**src/sv/u2a_pkg.sv**
```systemverilog
// ----------------------------------------------------------------------------
// u2a_pkg
// Shared types, constants and the digit-to-ASCII map for the unsigned to
// ASCII decimal/hex converter.
// ----------------------------------------------------------------------------
package u2a_pkg;

    localparam int VALUE_WIDTH_DEF = 64;
    localparam int FIELD_W         = 64;
    localparam int MAX_DIGITS      = 20;
    localparam int DIG_W           = MAX_DIGITS * 4;
    localparam int CNT_W           = $clog2(MAX_DIGITS + 1);

    localparam logic [1:0] MODE_DEC    = 2'd0;
    localparam logic [1:0] MODE_HEX_LO = 2'd1;
    localparam logic [1:0] MODE_HEX_UP = 2'd2;

    typedef struct packed {
        logic [1:0]         mode;
        logic [FIELD_W-1:0] value;
    } in_item_t;

    typedef struct packed {
        logic [6:0] digit_char;
        logic       last_digit;
    } out_item_t;

    // classified command held in the queue
    typedef struct packed {
        logic               hex;
        logic               upper;
        logic [FIELD_W-1:0] value;
    } cmd_t;

    typedef struct packed {
        logic push;
        cmd_t cmd;
    } q_push_t;

    typedef struct packed {
        logic valid;
        cmd_t cmd;
    } q_head_t;

    typedef enum logic [1:0] {
        B_IDLE,
        B_CONV,
        B_SKIP,
        B_EMIT
    } back_state_t;

    function automatic logic [6:0] digit_ascii(input logic [3:0] nib, input logic upper);
        logic [6:0] c;
        if (nib < 4'd10)
        begin
            c = 7'h30 + {3'b000, nib};
        end
        else if (upper)
        begin
            c = 7'h37 + {3'b000, nib};
        end
        else
        begin
            c = 7'h57 + {3'b000, nib};
        end
        return c;
    endfunction

endpackage

```
**src/sv/unsigned_to_ascii_dec_hex_top.sv**
```systemverilog
// A number passes the input hold register and the two-entry queue before the
// converter takes it; decimal then runs the serial shift-add-3 converter over
// every bit of the value, hex skips it. Leading zeros are then dropped one per
// cycle and digits emitted one per cycle while the output does not stall. The
// converter takes the next number from the queue only after emitting the last
// digit of the previous one; the input register and queue hold later numbers.
// Reset clears the queue, the converter state and both valid flags.
// ----------------------------------------------------------------------------
// unsigned_to_ascii_dec_hex_top
// Unsigned binary to ASCII decimal / hex digits, most significant first.
// ----------------------------------------------------------------------------
module unsigned_to_ascii_dec_hex_top #(
    parameter int VALUE_WIDTH = u2a_pkg::VALUE_WIDTH_DEF
) (
    input  logic               clk,
    input  logic               rst_n,
    input  logic               in_valid,
    output logic               in_stall,
    input  u2a_pkg::in_item_t  in_data,
    output logic               out_valid,
    input  logic               out_stall,
    output u2a_pkg::out_item_t out_data
);
    import u2a_pkg::*;

    q_push_t q_push;
    q_head_t q_head;
    logic    q_full;
    logic    q_pop;

    u2a_front #(
        .VALUE_WIDTH(VALUE_WIDTH)
    ) u_front (
        .clk      (clk),
        .rst_n    (rst_n),
        .in_valid (in_valid),
        .in_stall (in_stall),
        .in_data  (in_data),
        .q_full   (q_full),
        .q_push   (q_push)
    );

    u2a_fifo u_fifo (
        .clk    (clk),
        .rst_n  (rst_n),
        .q_push (q_push),
        .q_full (q_full),
        .q_head (q_head),
        .q_pop  (q_pop)
    );

    u2a_back #(
        .VALUE_WIDTH(VALUE_WIDTH)
    ) u_back (
        .clk       (clk),
        .rst_n     (rst_n),
        .q_head    (q_head),
        .q_pop     (q_pop),
        .out_valid (out_valid),
        .out_stall (out_stall),
        .out_data  (out_data)
    );

endmodule

```
**src/sv/u2a_front.sv**
```systemverilog
// ----------------------------------------------------------------------------
// u2a_front
// Input stage: takes one item, decodes the mode, masks the value and hands
// the command to the queue.
// ----------------------------------------------------------------------------
module u2a_front #(
    parameter int VALUE_WIDTH = u2a_pkg::VALUE_WIDTH_DEF
) (
    input  logic               clk,
    input  logic               rst_n,
    input  logic               in_valid,
    output logic               in_stall,
    input  u2a_pkg::in_item_t  in_data,
    input  logic               q_full,
    output u2a_pkg::q_push_t   q_push
);
    import u2a_pkg::*;

    localparam logic [FIELD_W-1:0] VALUE_MASK = {FIELD_W{1'b1}} >> (FIELD_W - VALUE_WIDTH);

    logic hold_valid_reg, hold_valid_next;
    cmd_t hold_cmd_reg, hold_cmd_next;
    cmd_t dec_cmd;
    logic accept;
    logic push;

    always_comb
    begin
        dec_cmd.value = in_data.value & VALUE_MASK;
        unique case (in_data.mode)
            MODE_HEX_LO:
            begin
                dec_cmd.hex   = 1'b1;
                dec_cmd.upper = 1'b0;
            end
            MODE_HEX_UP:
            begin
                dec_cmd.hex   = 1'b1;
                dec_cmd.upper = 1'b1;
            end
            default:
            begin
                // decimal, and the unused code treated as decimal
                dec_cmd.hex   = 1'b0;
                dec_cmd.upper = 1'b0;
            end
        endcase
    end

    assign push     = hold_valid_reg && !q_full;
    assign in_stall = hold_valid_reg && q_full;
    assign accept   = in_valid && !in_stall;

    always_comb
    begin
        hold_valid_next = hold_valid_reg;
        hold_cmd_next   = hold_cmd_reg;
        if (accept)
        begin
            hold_valid_next = 1'b1;
            hold_cmd_next   = dec_cmd;
        end
        else if (push)
        begin
            hold_valid_next = 1'b0;
        end
    end

    always_ff @(posedge clk or negedge rst_n)
    begin
        if (!rst_n)
        begin
            hold_valid_reg <= 1'b0;
        end
        else
        begin
            hold_valid_reg <= hold_valid_next;
        end
    end

    always_ff @(posedge clk)
    begin
        hold_cmd_reg <= hold_cmd_next;
    end

    assign q_push.push = push;
    assign q_push.cmd  = hold_cmd_reg;

endmodule

```
**src/sv/u2a_fifo.sv**
```systemverilog
// ----------------------------------------------------------------------------
// u2a_fifo
// Two-entry command queue between the input stage and the converter.
// ----------------------------------------------------------------------------
module u2a_fifo (
    input  logic             clk,
    input  logic             rst_n,
    input  u2a_pkg::q_push_t q_push,
    output logic             q_full,
    output u2a_pkg::q_head_t q_head,
    input  logic             q_pop
);
    import u2a_pkg::*;

    cmd_t       mem [2];
    logic       wr_ptr_reg, wr_ptr_next;
    logic       rd_ptr_reg, rd_ptr_next;
    logic [1:0] count_reg, count_next;
    logic       do_push, do_pop;

    assign q_full       = (count_reg == 2'd2);
    assign q_head.valid = (count_reg != 2'd0);
    assign q_head.cmd   = mem[rd_ptr_reg];

    assign do_push = q_push.push && !q_full;
    assign do_pop  = q_pop && q_head.valid;

    always_comb
    begin
        wr_ptr_next = do_push ? ~wr_ptr_reg : wr_ptr_reg;
        rd_ptr_next = do_pop ? ~rd_ptr_reg : rd_ptr_reg;
        count_next  = count_reg;
        if (do_push && !do_pop)
        begin
            count_next = count_reg + 2'd1;
        end
        else if (do_pop && !do_push)
        begin
            count_next = count_reg - 2'd1;
        end
    end

    always_ff @(posedge clk or negedge rst_n)
    begin
        if (!rst_n)
        begin
            wr_ptr_reg <= 1'b0;
            rd_ptr_reg <= 1'b0;
            count_reg  <= 2'd0;
        end
        else
        begin
            wr_ptr_reg <= wr_ptr_next;
            rd_ptr_reg <= rd_ptr_next;
            count_reg  <= count_next;
        end
    end

    always_ff @(posedge clk)
    begin
        if (do_push)
        begin
            mem[wr_ptr_reg] <= q_push.cmd;
        end
    end

endmodule

```
**src/sv/u2a_back.sv**
```systemverilog
// ----------------------------------------------------------------------------
// u2a_back
// Converter: serial shift-add-3 binary to BCD for decimal, direct nibbles for
// hex, then drops leading zeros and emits one ASCII digit per transfer.
// ----------------------------------------------------------------------------
module u2a_back #(
    parameter int VALUE_WIDTH = u2a_pkg::VALUE_WIDTH_DEF
) (
    input  logic               clk,
    input  logic               rst_n,
    input  u2a_pkg::q_head_t   q_head,
    output logic               q_pop,
    output logic               out_valid,
    input  logic               out_stall,
    output u2a_pkg::out_item_t out_data
);
    import u2a_pkg::*;

    localparam int BIT_W = $clog2(VALUE_WIDTH);

    back_state_t            state_reg, state_next;
    logic [DIG_W-1:0]       dig_reg, dig_next;
    logic [VALUE_WIDTH-1:0] bin_reg, bin_next;
    logic [BIT_W-1:0]       bitcnt_reg, bitcnt_next;
    logic [CNT_W-1:0]       cnt_reg, cnt_next;
    logic                   upper_reg, upper_next;
    logic                   out_valid_reg, out_valid_next;
    out_item_t              out_reg, out_next;
    logic [DIG_W-1:0]       corr;
    logic [3:0]             top_nib;
    logic                   slot_free;

    // add 3 to every BCD digit of 5 or more before the shift
    always_comb
    begin
        for (int i = 0; i < MAX_DIGITS; i++)
        begin
            corr[i*4 +: 4] = (dig_reg[i*4 +: 4] >= 4'd5) ? dig_reg[i*4 +: 4] + 4'd3
                                                          : dig_reg[i*4 +: 4];
        end
    end

    assign top_nib   = dig_reg[DIG_W-1 -: 4];
    assign slot_free = !out_valid_reg || !out_stall;

    always_comb
    begin
        state_next     = state_reg;
        dig_next       = dig_reg;
        bin_next       = bin_reg;
        bitcnt_next    = bitcnt_reg;
        cnt_next       = cnt_reg;
        upper_next     = upper_reg;
        out_next       = out_reg;
        out_valid_next = out_valid_reg && out_stall;
        q_pop          = 1'b0;

        unique case (state_reg)
            B_IDLE:
            begin
                if (q_head.valid)
                begin
                    q_pop       = 1'b1;
                    upper_next  = q_head.cmd.upper;
                    cnt_next    = CNT_W'(MAX_DIGITS);
                    bitcnt_next = '0;
                    bin_next    = q_head.cmd.value[VALUE_WIDTH-1:0];
                    if (q_head.cmd.hex)
                    begin
                        dig_next   = DIG_W'(q_head.cmd.value[VALUE_WIDTH-1:0]);
                        state_next = B_SKIP;
                    end
                    else
                    begin
                        dig_next   = '0;
                        state_next = B_CONV;
                    end
                end
            end
            B_CONV:
            begin
                dig_next    = {corr[DIG_W-2:0], bin_reg[VALUE_WIDTH-1]};
                bin_next    = {bin_reg[VALUE_WIDTH-2:0], 1'b0};
                bitcnt_next = bitcnt_reg + BIT_W'(1);
                if (bitcnt_reg == BIT_W'(VALUE_WIDTH - 1))
                begin
                    state_next = B_SKIP;
                end
            end
            B_SKIP:
            begin
                // drop leading zeros, keep at least one digit
                if (top_nib == 4'd0 && cnt_reg != CNT_W'(1))
                begin
                    dig_next = {dig_reg[DIG_W-5:0], 4'd0};
                    cnt_next = cnt_reg - CNT_W'(1);
                end
                else
                begin
                    state_next = B_EMIT;
                end
            end
            B_EMIT:
            begin
                if (slot_free)
                begin
                    out_valid_next      = 1'b1;
                    out_next.digit_char = digit_ascii(top_nib, upper_reg);
                    out_next.last_digit = (cnt_reg == CNT_W'(1));
                    dig_next            = {dig_reg[DIG_W-5:0], 4'd0};
                    cnt_next            = cnt_reg - CNT_W'(1);
                    if (cnt_reg == CNT_W'(1))
                    begin
                        state_next = B_IDLE;
                    end
                end
            end
            default:
            begin
                state_next = B_IDLE;
            end
        endcase
    end

    always_ff @(posedge clk or negedge rst_n)
    begin
        if (!rst_n)
        begin
            state_reg     <= B_IDLE;
            out_valid_reg <= 1'b0;
        end
        else
        begin
            state_reg     <= state_next;
            out_valid_reg <= out_valid_next;
        end
    end

    always_ff @(posedge clk)
    begin
        dig_reg    <= dig_next;
        bin_reg    <= bin_next;
        bitcnt_reg <= bitcnt_next;
        cnt_reg    <= cnt_next;
        upper_reg  <= upper_next;
        out_reg    <= out_next;
    end

    assign out_valid = out_valid_reg;
    assign out_data  = out_reg;

endmodule
```
**config.mk**
```make
export PLATFORM = sky130hd
export DESIGN_NAME = unsigned_to_ascii_dec_hex_top
export DESIGN_NICKNAME = d
export VERILOG_FILES = /design/src/sv/u2a_pkg.sv /design/src/sv/unsigned_to_ascii_dec_hex_top.sv /design/src/sv/u2a_front.sv /design/src/sv/u2a_fifo.sv /design/src/sv/u2a_back.sv
export SDC_FILE = /design/constraint.sdc
export NUM_CORES = 1
export LEC_CHECK = 0
export BUFFER_PORTS_ARGS = -buffer_cell sky130_fd_sc_hd__buf_2
export CORE_MARGIN = 5
export CORE_UTILIZATION = 55
export CTS_CLUSTER_DIAMETER = 80
export CTS_CLUSTER_SIZE = 40
export DETAILED_ROUTE_END_ITERATION = 8
export GPL_TIMING_DRIVEN = 0
export PLACE_DENSITY = 0.8
export RECOVER_POWER = 25
export SETUP_SLACK_MARGIN = 0.1
export SLEW_MARGIN = 20
export SYNTH_ARGS = -nofsm -noshare
export SYNTH_HDL_FRONTEND = slang
export SYNTH_HIERARCHICAL = 1
export SYNTH_SLANG_ARGS = --single-unit
export TNS_END_PERCENT = 20
```
**constraint.sdc**
```tcl
create_clock -name clk -period 6 [get_ports clk]
set_clock_uncertainty 0.2 [all_clocks]
set_input_delay 0.3 -clock clk [delete_from_list [all_inputs] [get_ports clk]]
set_output_delay 0.3 -clock clk [all_outputs]
set_load 0.02 [all_outputs]
```
* Word level (Yosys, flattened, before mapping)
Memory sizes are Yosys's and may differ from the RTL's. Cells that the tools add are included.
Cells by class: $add $sub $neg 27, order comparisons 21, equal/unequal tests 15, muxes and demuxes 53, bitwise gates (word level) 2, reductions and logical operators 29
Operator list (count):
- $pmux W80 S4 | 1
- $mux W80 | 3
- $mux W64 | 2
- $pmux W64 S2 | 1
- $ge A4 B3 Y1 const B | 20
- $add A4 B2 Y4 const B | 19
- $mux W4 | 19
- $mux W2 | 8
- $mux W5 | 3
- $pmux W5 S3 | 1
- $add A6 B4 Y7 const A | 2
- $mux W7 | 2
- $pmux W6 S2 | 1
- $logic_and A1 B1 Y1 | 9
- $eq A2 B2 Y1 const B | 4
- $mux W1 | 8
- $ne A2 B1 Y1 const B | 4
- $pmux W2 S4 | 1
- $reduce_bool A2 Y1 | 4
- $add A7 B4 Y7 const A | 1
- $add A6 B1 Y6 const B | 1
- $eq A6 B6 Y1 const B | 1
- $logic_not A1 Y1 | 6
- $mux W6 | 1
- 20 further kinds | 25
Word-level totals: bits in registers 238, RAM bits 132, word-level logic and storage cells 164, memories kept 1
Memories:
- u_fifo.mem | depth 2, bits a word 66, read ports 1, clocked after Yosys merged registers in 0, write ports 1, line u2a_fifo.sv:15 | cmd_t mem [2];

* Depth between registers and ports, before layout
Gate-level depths: netlist of the first run.
word-level depth 8, depth in mapped cells 10, depth with buffers taken out 9

* By module
Netlist of the first run, hierarchy kept.
By module, submodules not included:
- u2a_back | instances 1, cells an instance 760, area an instance 9208.8 um^2, seq. area each 4999.8 um^2
- u2a_fifo | instances 1, cells an instance 224, area an instance 5073.6 um^2, seq. area each 4063.9 um^2
- u2a_front | instances 1, cells an instance 75, area an instance 2062.0 um^2, seq. area each 2006.9 um^2

* Worst setup path before layout of the first run
No wires, ideal clock.
path type reg-to-reg, start register u_fifo.count_reg[0], end register u_front.hold_cmd_reg, in the netlist u_front/q_push[0] (enable), data arrival time 5345 ps, required time 5208 ps, slack -137 ps, cell stages (with the launch flop) 4, buffers on the path 0, cell sequence dfrtp_1 nand2b_1 inv_1 a21boi_0
Between the ends: cells in the longest elaborated chain, start to end 4
RTL lines:
- start, declared | line u2a_fifo.sv:18 | logic [1:0] count_reg, count_next;
- start signal, assigned | line u2a_fifo.sv:55 | count_reg <= count_next;
- $eq A2 B2 Y1 | line u2a_fifo.sv:21 | assign q_full = (count_reg == 2'd2);
- named net q_full | line unsigned_to_ascii_dec_hex_top.sv:28 | logic q_full;
- $logic_and A1 B1 Y1 | line u2a_front.sv:51 | assign in_stall = hold_valid_reg && q_full;
- $logic_not A1 Y1 | line u2a_front.sv:52 | assign accept = in_valid && !in_stall;
- $logic_and A1 B1 Y1 | line u2a_front.sv:52
- named net u_front.accept | line u2a_front.sv:24 | logic accept;
- end signal, assigned | line u2a_front.sv:83 | hold_cmd_reg <= hold_cmd_next;
- end, declared | line u2a_front.sv:22 | cmd_t hold_cmd_reg, hold_cmd_next;
The timed path passes the listed nets, and every way through them passes these cells. A chain may end at the register's enable or synchronous reset.

* Final worst setup path of the first run
start register u_back.state_reg[1], end register u_back.bin_reg[43] (enable)
Between the ends: cells in the longest elaborated chain, start to end 3, elaborated cells on any way between the ends 5
RTL lines:
- start, declared | line u2a_back.sv:21 | back_state_t state_reg, state_next;
- start signal, assigned | line u2a_back.sv:134 | state_reg <= state_next;
- $eq A2 B1 Y1 / $logic_not A2 Y1 (equally long branches) | line u2a_back.sv:58 | unique case (state_reg)
- $reduce_bool A2 Y1 (no line) / $ne A2 B2 Y1 (equally long branches)
- $reduce_and A2 Y1 (no line) (*)
- end signal, assigned | line u2a_back.sv:142 | bin_reg <= bin_next;
- end, declared | line u2a_back.sv:23 | logic [VALUE_WIDTH-1:0] bin_reg, bin_next;
Mark *: on every way between the ends. The rest lies on a longest branch, timed or not.

==> metrics, run 1 <==
status finished, final reports clean; via count of the first global-routing pass 9,251; Synth warnings 6; number of pins exceeding their max-slew limit in the final report 0; minimum clock period 3.17 ns; CP peak stage delay 0.74 ns; mean area per synthesized cell 15.4 sq um; number of distinct library cells after synthesis 41; arrival time at the worst endpoint 3.17 ns; setup TNS 0 ns; effective utilization at floorplan 55.4%; CP Data Required Time 5.99 ns; Switching Fraction 35.5%; cell type group with the largest total delay on the critical path buffers and inverters; switching power of the nets 3690 uW; routability cong. 0.827; Final Hold Slack 0.0424 ns; Pint 6700 uW; number of rows in the core area 63; cell types with the largest area share after synthesis edfxtp_1, mux2_2, ha_1, a22oi_1, mux2_4; Die Y-Extent 182 um; total routing usage reported by global routing 18.5%; Final nets 1,356; fraction of registers with async set or reset after synthesis 2.16%; worst hold path class input port to flip-flop; cell types with the highest counts after synthesis edfxtp_1, mux2_2, o21ai_1; endpoints failing hold 0; number of flops mapped to enable cells by yosys 362; flip-flop count of the largest register after layout 132; sum of overflow across all layers after global routing 0; Max Cap Violations 0; clock transition at the registers of the reported paths 0.13 ns; maximum fanout count along the critical path 61; port buffer count 79; number of vias per cell 5.67; pin count of the biggest net entering global routing 62; CP bufs+invs 4; share of final-layout standard cells stronger than drive strength 1 22.9%; slowest CP cell clkbuf_1; dominant cell by count in the synthesized netlist edfxtp_1; clock latency reported for the late side of the worst-skew pair 0.53 ns; fmax 315 MHz; total I/O pin count 80; Net Count, Synth 1,180; estimated wirelength of the detail-placed design 20,800 um; worst-margin pin slew 1.15 ns; core area 0.0295 sq mm; portion of total power attributed to sequential cells 46.1%; nature of the critical path endpoint flip-flop; total wire length after detailed routing 31,000 um; number of setup violations in the final report 0; post-synthesis to final-layout area growth 14.7%; Seq cells post-synth 370; area share of the largest cell type after synthesis 66.5%; Clk pwr share 13.4%; count of routing violations after the opening detailed-route iteration 711; post-CTS setup-driven buffer insertion count 0; DRC errors left 0; unrepaired setup endpoints after global routing false; share of total power in combinational logic 40.5%; routed len/inst 19.0 um; antenna violations before repair 0; leakage 0.00666 uW; first-pass GRT wire length 49,300 um; clock tree from TritonCTS built; routed vias 9,253; areal power density over the cells 554 mW/mm^2; number of buffers created by CTS 15; Worst Setup Path Type flip-flop to flip-flop; Worst Setup SP u_back/state_reg[1]; CTS Buffer Depth 3; number of nets still failing antenna checks after routing 0; number of clock sinks 370; remaining max-slew budget at the tightest pin 22.9%; Critical Path Source Type flip-flop; antenna cells 0; first-pass detailed-route iteration total 5; post-synthesis cell type with the largest combined area edfxtp_1; cell seen most often among critical-path stages clkbuf_1; hold path startpoint in_data[64]; netlist area before placement 0.0163 sq mm; die width 182 um; number of levels the H-tree was split into 1; Total Die Area 0.0333 sq mm; dominant register cell in the synthesized netlist edfxtp_1; register area share after synthesis 67.7%; Root Driver clkbuf_16; worst reg2reg path startpoint u_back/state_reg[1]; cells along the critical path inv_1 > ha_1 > clkbuf_1 > clkbuf_1 > a21o_4 > buf_16; peak supply drop 0.473 mV; number of filler cells placed in the layout 2,062; synthesized instance count 1,059; period utilisation layout 52.9%
==> final cells by class <==
cell class | instances | area, sq um | share of cell area (%)
Sequential cell | 370 | 11100 | 59.0
Tap cell | 390 | 488 | 2.60
Multi-Input combinational cell | 596 | 4920 | 26.2
Buffer | 42 | 205 | 1.09
Timing Repair Buffer | 159 | 1330 | 7.09
Clock buffer | 16 | 400 | 2.13
Inverter | 51 | 191 | 1.02
Clock inverter | 8 | 149 | 0.794
==> final timing paths <==
path,to,slack (ns),cells after the start
max in group asynchronous,u_fifo/wr_ptr_reg,4.74,3
min in group asynchronous,u_front/hold_valid_reg,0.57,3
worst max-delay path,u_back/bin_reg[43],2.83,6
worst min-delay path,u_front/q_push[65],0.04,4
worst max register to register,u_back/bin_reg[43],2.83,6
worst min register to register,u_fifo/mem[1][22],0.25,0
==> metal layers <==
layer	global-route usage, %	vias up	wire length (um)
met5	0	-	0
met4	5.94	0	795
met3	2.29	57	1810
met2	32.1	289	15700
met1	24.4	4526	12700
li1	-	4381	-
==> cells by family (layout without fill, tap and decap cells) <==
group,after synthesis,in the layout,synth area share (%)
flops,370,370,67.7
compound gates,237,237,8.58
xor+xnor,35,35,1.88
mux,151,151,11.1
buf+inv,93,276,2.43
fa+ha+maj,51,51,3.90
simple gates,122,122,4.40
==> layout by cell type, fill, tap and decap left out, types with 22 or more instances in the layout <==
master,count
nor3b_1,35
mux2_4,30
ha_1,51
edfxtp_1,362
a21oi_1,59
nand2b_1,22
inv_1,51
dlygate4sd3_1,70
clkbuf_1,25
buf_2,88
nand2_1,25
o21ai_0,26
o21ai_1,75
a22oi_1,60
mux2_2,119
xnor2_1,28
==> tightest hold or removal path, stage by stage <==
cell	delay (ns)
buf_2	0.10
inv_1	0.05
ha_1	0.13
inv_1	0.04
==> power by group through the flow <==
stage               logic (uW)  registers [uW]  clock network [uW]
floorplan                 2920            4810                   0
finish                    4210            4790                1390
global route              4590            4890                1530
CTS                       4220            4780                1420
detailed placement        4160            4840                   0
global placement          3710            4930                   0
==> metrics by stage <==
stage	std cells	instance area [sq um]	power [uW]	setup slack [ns]	util (%)
final	1632	18800	10400	2.83	63.6
after global placement	1528	17200	8630	-2.05	58.4
after floorplan	1059	16300	7730	0.0936	-
after detailed placement	1538	17500	9010	2.86	59.4
after global routing	1632	18800	11000	2.66	63.6
after CTS	1632	18800	10400	2.82	63.6
==> repair_timing <==
action | 4_1_cts | 5_1_grt
gates resized for setup | 0 | 0
endpoints found under the hold margin | 76 | 0
hold buffers | 70 | 0
Note: power is estimated with default switching activity, not from simulation.
==> inputs of run 2 (changes only) <==
- PLACE_DENSITY: 0.8 -> 0.77
- clock period: 6 -> 3.05 ns (I/O delays scaled with it)
==> metrics, run 2 (synthesized netlist as in run 1, its figures left out) <==
status finished, final reports clean; routability cong. 0.872 (+5.4%); worst reg2reg path startpoint u_fifo/rd_ptr_reg; pin count of the biggest net entering global routing 60 (-3.2%); fmax 350 MHz (+11%); Hold Path End u_front/q_push[41]; Max Cap Violations 0 (unchanged); clock transition at the registers of the reported paths 0.13 ns (about the same); routed len/inst 18.3 um (-3.4%); number of filler cells placed in the layout 2,157 (+4.6%); placed cell count 1,539 (+0.065%); endpoint of the worst-slack reg-to-reg timing path u_back/dig_reg[34]; total I/O pin count 80 (unchanged); via count of the first global-routing pass 9,156 (-1.0%); endpoints failing hold 0 (unchanged); worst-margin pin slew 1.08 ns (-0.0697 ns); cell count of the worst reg-to-reg path 7 (+1); post-CTS setup-driven buffer insertion count 0 (unchanged); port buffer count 79 (unchanged); Root Driver clkbuf_16; Cell Count, Final, Fillers Out 1,634 (+0.12%); hold path startpoint in_data[41]; period utilisation layout 93.8% (+41 points); number of nets still failing antenna checks after routing 0 (unchanged); leakage 0.00667 uW (+0.20%); leading cell type in the layout, fill and taps excluded edfxtp_1; Worst Setup Path Type flip-flop to flip-flop; commonest cells after routing, fill and taps aside edfxtp_1, mux2_2, buf_2; total routing usage reported by global routing 18.2% (-0.30 points); CTS Buffer Depth 3 (unchanged); first-pass detailed-route iteration total 5 (unchanged); Final nets 1,357 (+0.074%); Total Die Area 0.0333 sq mm (unchanged); peak supply drop 0.786 mV (+66%); number of buffers created by CTS 15 (unchanged); remaining max-slew budget at the tightest pin 27.6% (+4.7 points); slack of the worst reg-to-reg path 0.19 ns (-2.64 ns); DRC errors left 0 (unchanged); routed vias 9,177 (-0.82%); Final Core Density 63.6% (about the same); number of levels the H-tree was split into 1 (unchanged); number of clock sinks 370 (unchanged); number of pins exceeding their max-slew limit in the final report 0 (unchanged); clock latency reported for the late side of the worst-skew pair 0.52 ns (about the same); worst hold path depth 2 (-2); unrepaired setup endpoints after global routing true; first-pass GRT wire length 48,400 um (-1.7%); number of vias per cell 5.62 (-0.94%); Critical Path Source Type flip-flop; count of routing violations after the opening detailed-route iteration 777 (+9.3%); setup TNS 0 ns (unchanged); post-synthesis to final-layout area growth 14.7% (about the same); antenna cells 0 (unchanged); number of setup violations in the final report 0 (unchanged); estimated wirelength of the detail-placed design 20,300 um (-2.4%); maximum fanout count along the critical path 10 (-84%); number of rows in the core area 63 (unchanged); nature of the critical path endpoint flip-flop; Die Y-Extent 182 um (unchanged); effective utilization at floorplan 55.4% (unchanged); antenna violations before repair 0 (unchanged); sum of overflow across all layers after global routing 0 (unchanged); CP Data Required Time 3.11 ns (-2.88 ns); core area 0.0295 sq mm (unchanged); arrival time at the worst endpoint 2.92 ns (-0.25 ns); share of final-layout standard cells stronger than drive strength 1 23.7% (+0.77 points); total wire length after detailed routing 29,900 um (-3.3%); die width 182 um (unchanged); flip-flop count of the largest register after layout 132 (unchanged); areal power density over the cells 1080 mW/mm^2 (+95%); minimum clock period 2.86 ns (-0.312 ns); clock tree from TritonCTS built; worst hold path class input port to flip-flop
==> run 2: changes by cell type in the layout (fill, tap and decap cells not counted), sizes merged <==
| cell | delta |
|---|---|
| inv | +2 |
| clkbuf | -4 |
| dlygate4sd3 | +1 |
| bufinv | -1 |
| buf | +4 |
==> run 2: worst max-delay path by stage <==
stage / from / endpoint
finish: u_fifo/rd_ptr_reg / u_back/dig_reg[34]
global route: u_fifo/rd_ptr_reg / u_back/dig_reg[34]
CTS: u_fifo/rd_ptr_reg / u_back/dig_reg[63]
detailed placement: u_back/state_reg[1] / u_back/bin_reg[31]
global placement: u_fifo/count_reg[0] / u_fifo/mem[0][31]
floorplan: u_fifo/count_reg[0] / u_fifo/mem[0][0]
==> run 2: power by group <==
| group | switching (uW) | total, uW | internal (uW) |
|---|---|---|---|
| combinational | 4620 | 8240 | 3630 |
| sequential | 973 | 9420 | 8450 |
| clock | 1600 | 2610 | 1010 |
==> run 2: area by class of cell <==
type                       instances  area (sq um)  share of cell area [%]
sequential                       370         11100                    59.0
clock inverter                     9           126                   0.674
multi-input combinational        596          4930                    26.3
timing repair buffer             161          1360                    7.25
inverter                          51           191                    1.02
clock buffer                      16           379                    2.02
buffer                            41           205                    1.09
tap                              390           488                    2.60
==> run 2: worst max-delay path: stages (launching register included) <==
cell      delay (ns)
dfrtp_1         0.47
buf_4           0.31
mux2_2          0.39
and2_1          0.18
clkbuf_1        0.30
clkbuf_1        0.40
a22oi_1         0.27
o21ai_1         0.09
==> run 2: timing repair <==
item / CTS / global route
resized for setup: 1 / 3
hold buffers: 71 / 0
endpoints found under the setup margin: 59 / 82
hold endpoints to repair: 93 / 0
pin swaps: 0 / 0
==> run 2: per-layer routing <==
layer	vias to the layer above	GRT usage, %	part of all wire, %
met2	252	31.2	50
li1	4387	-	-
met1	4497	24.8	42
met3	41	2.25	5.8
met5	-	0	0
met4	0	4.83	2.1
==> run 2: per-stage QoR <==
step                area, sq um  setup WS (ns)  hold slack (ns)  power (uW)
floorplan                 16400         -0.202           -0.343       15100
finish                    18800          0.190            0.130       20300
global placement          17300          -1.37           -0.191       17100
detailed placement        17500         -0.105           -0.192       17700
global route              18800         0.0547            0.113       21500
CTS                       18800          0.119            0.104       20400
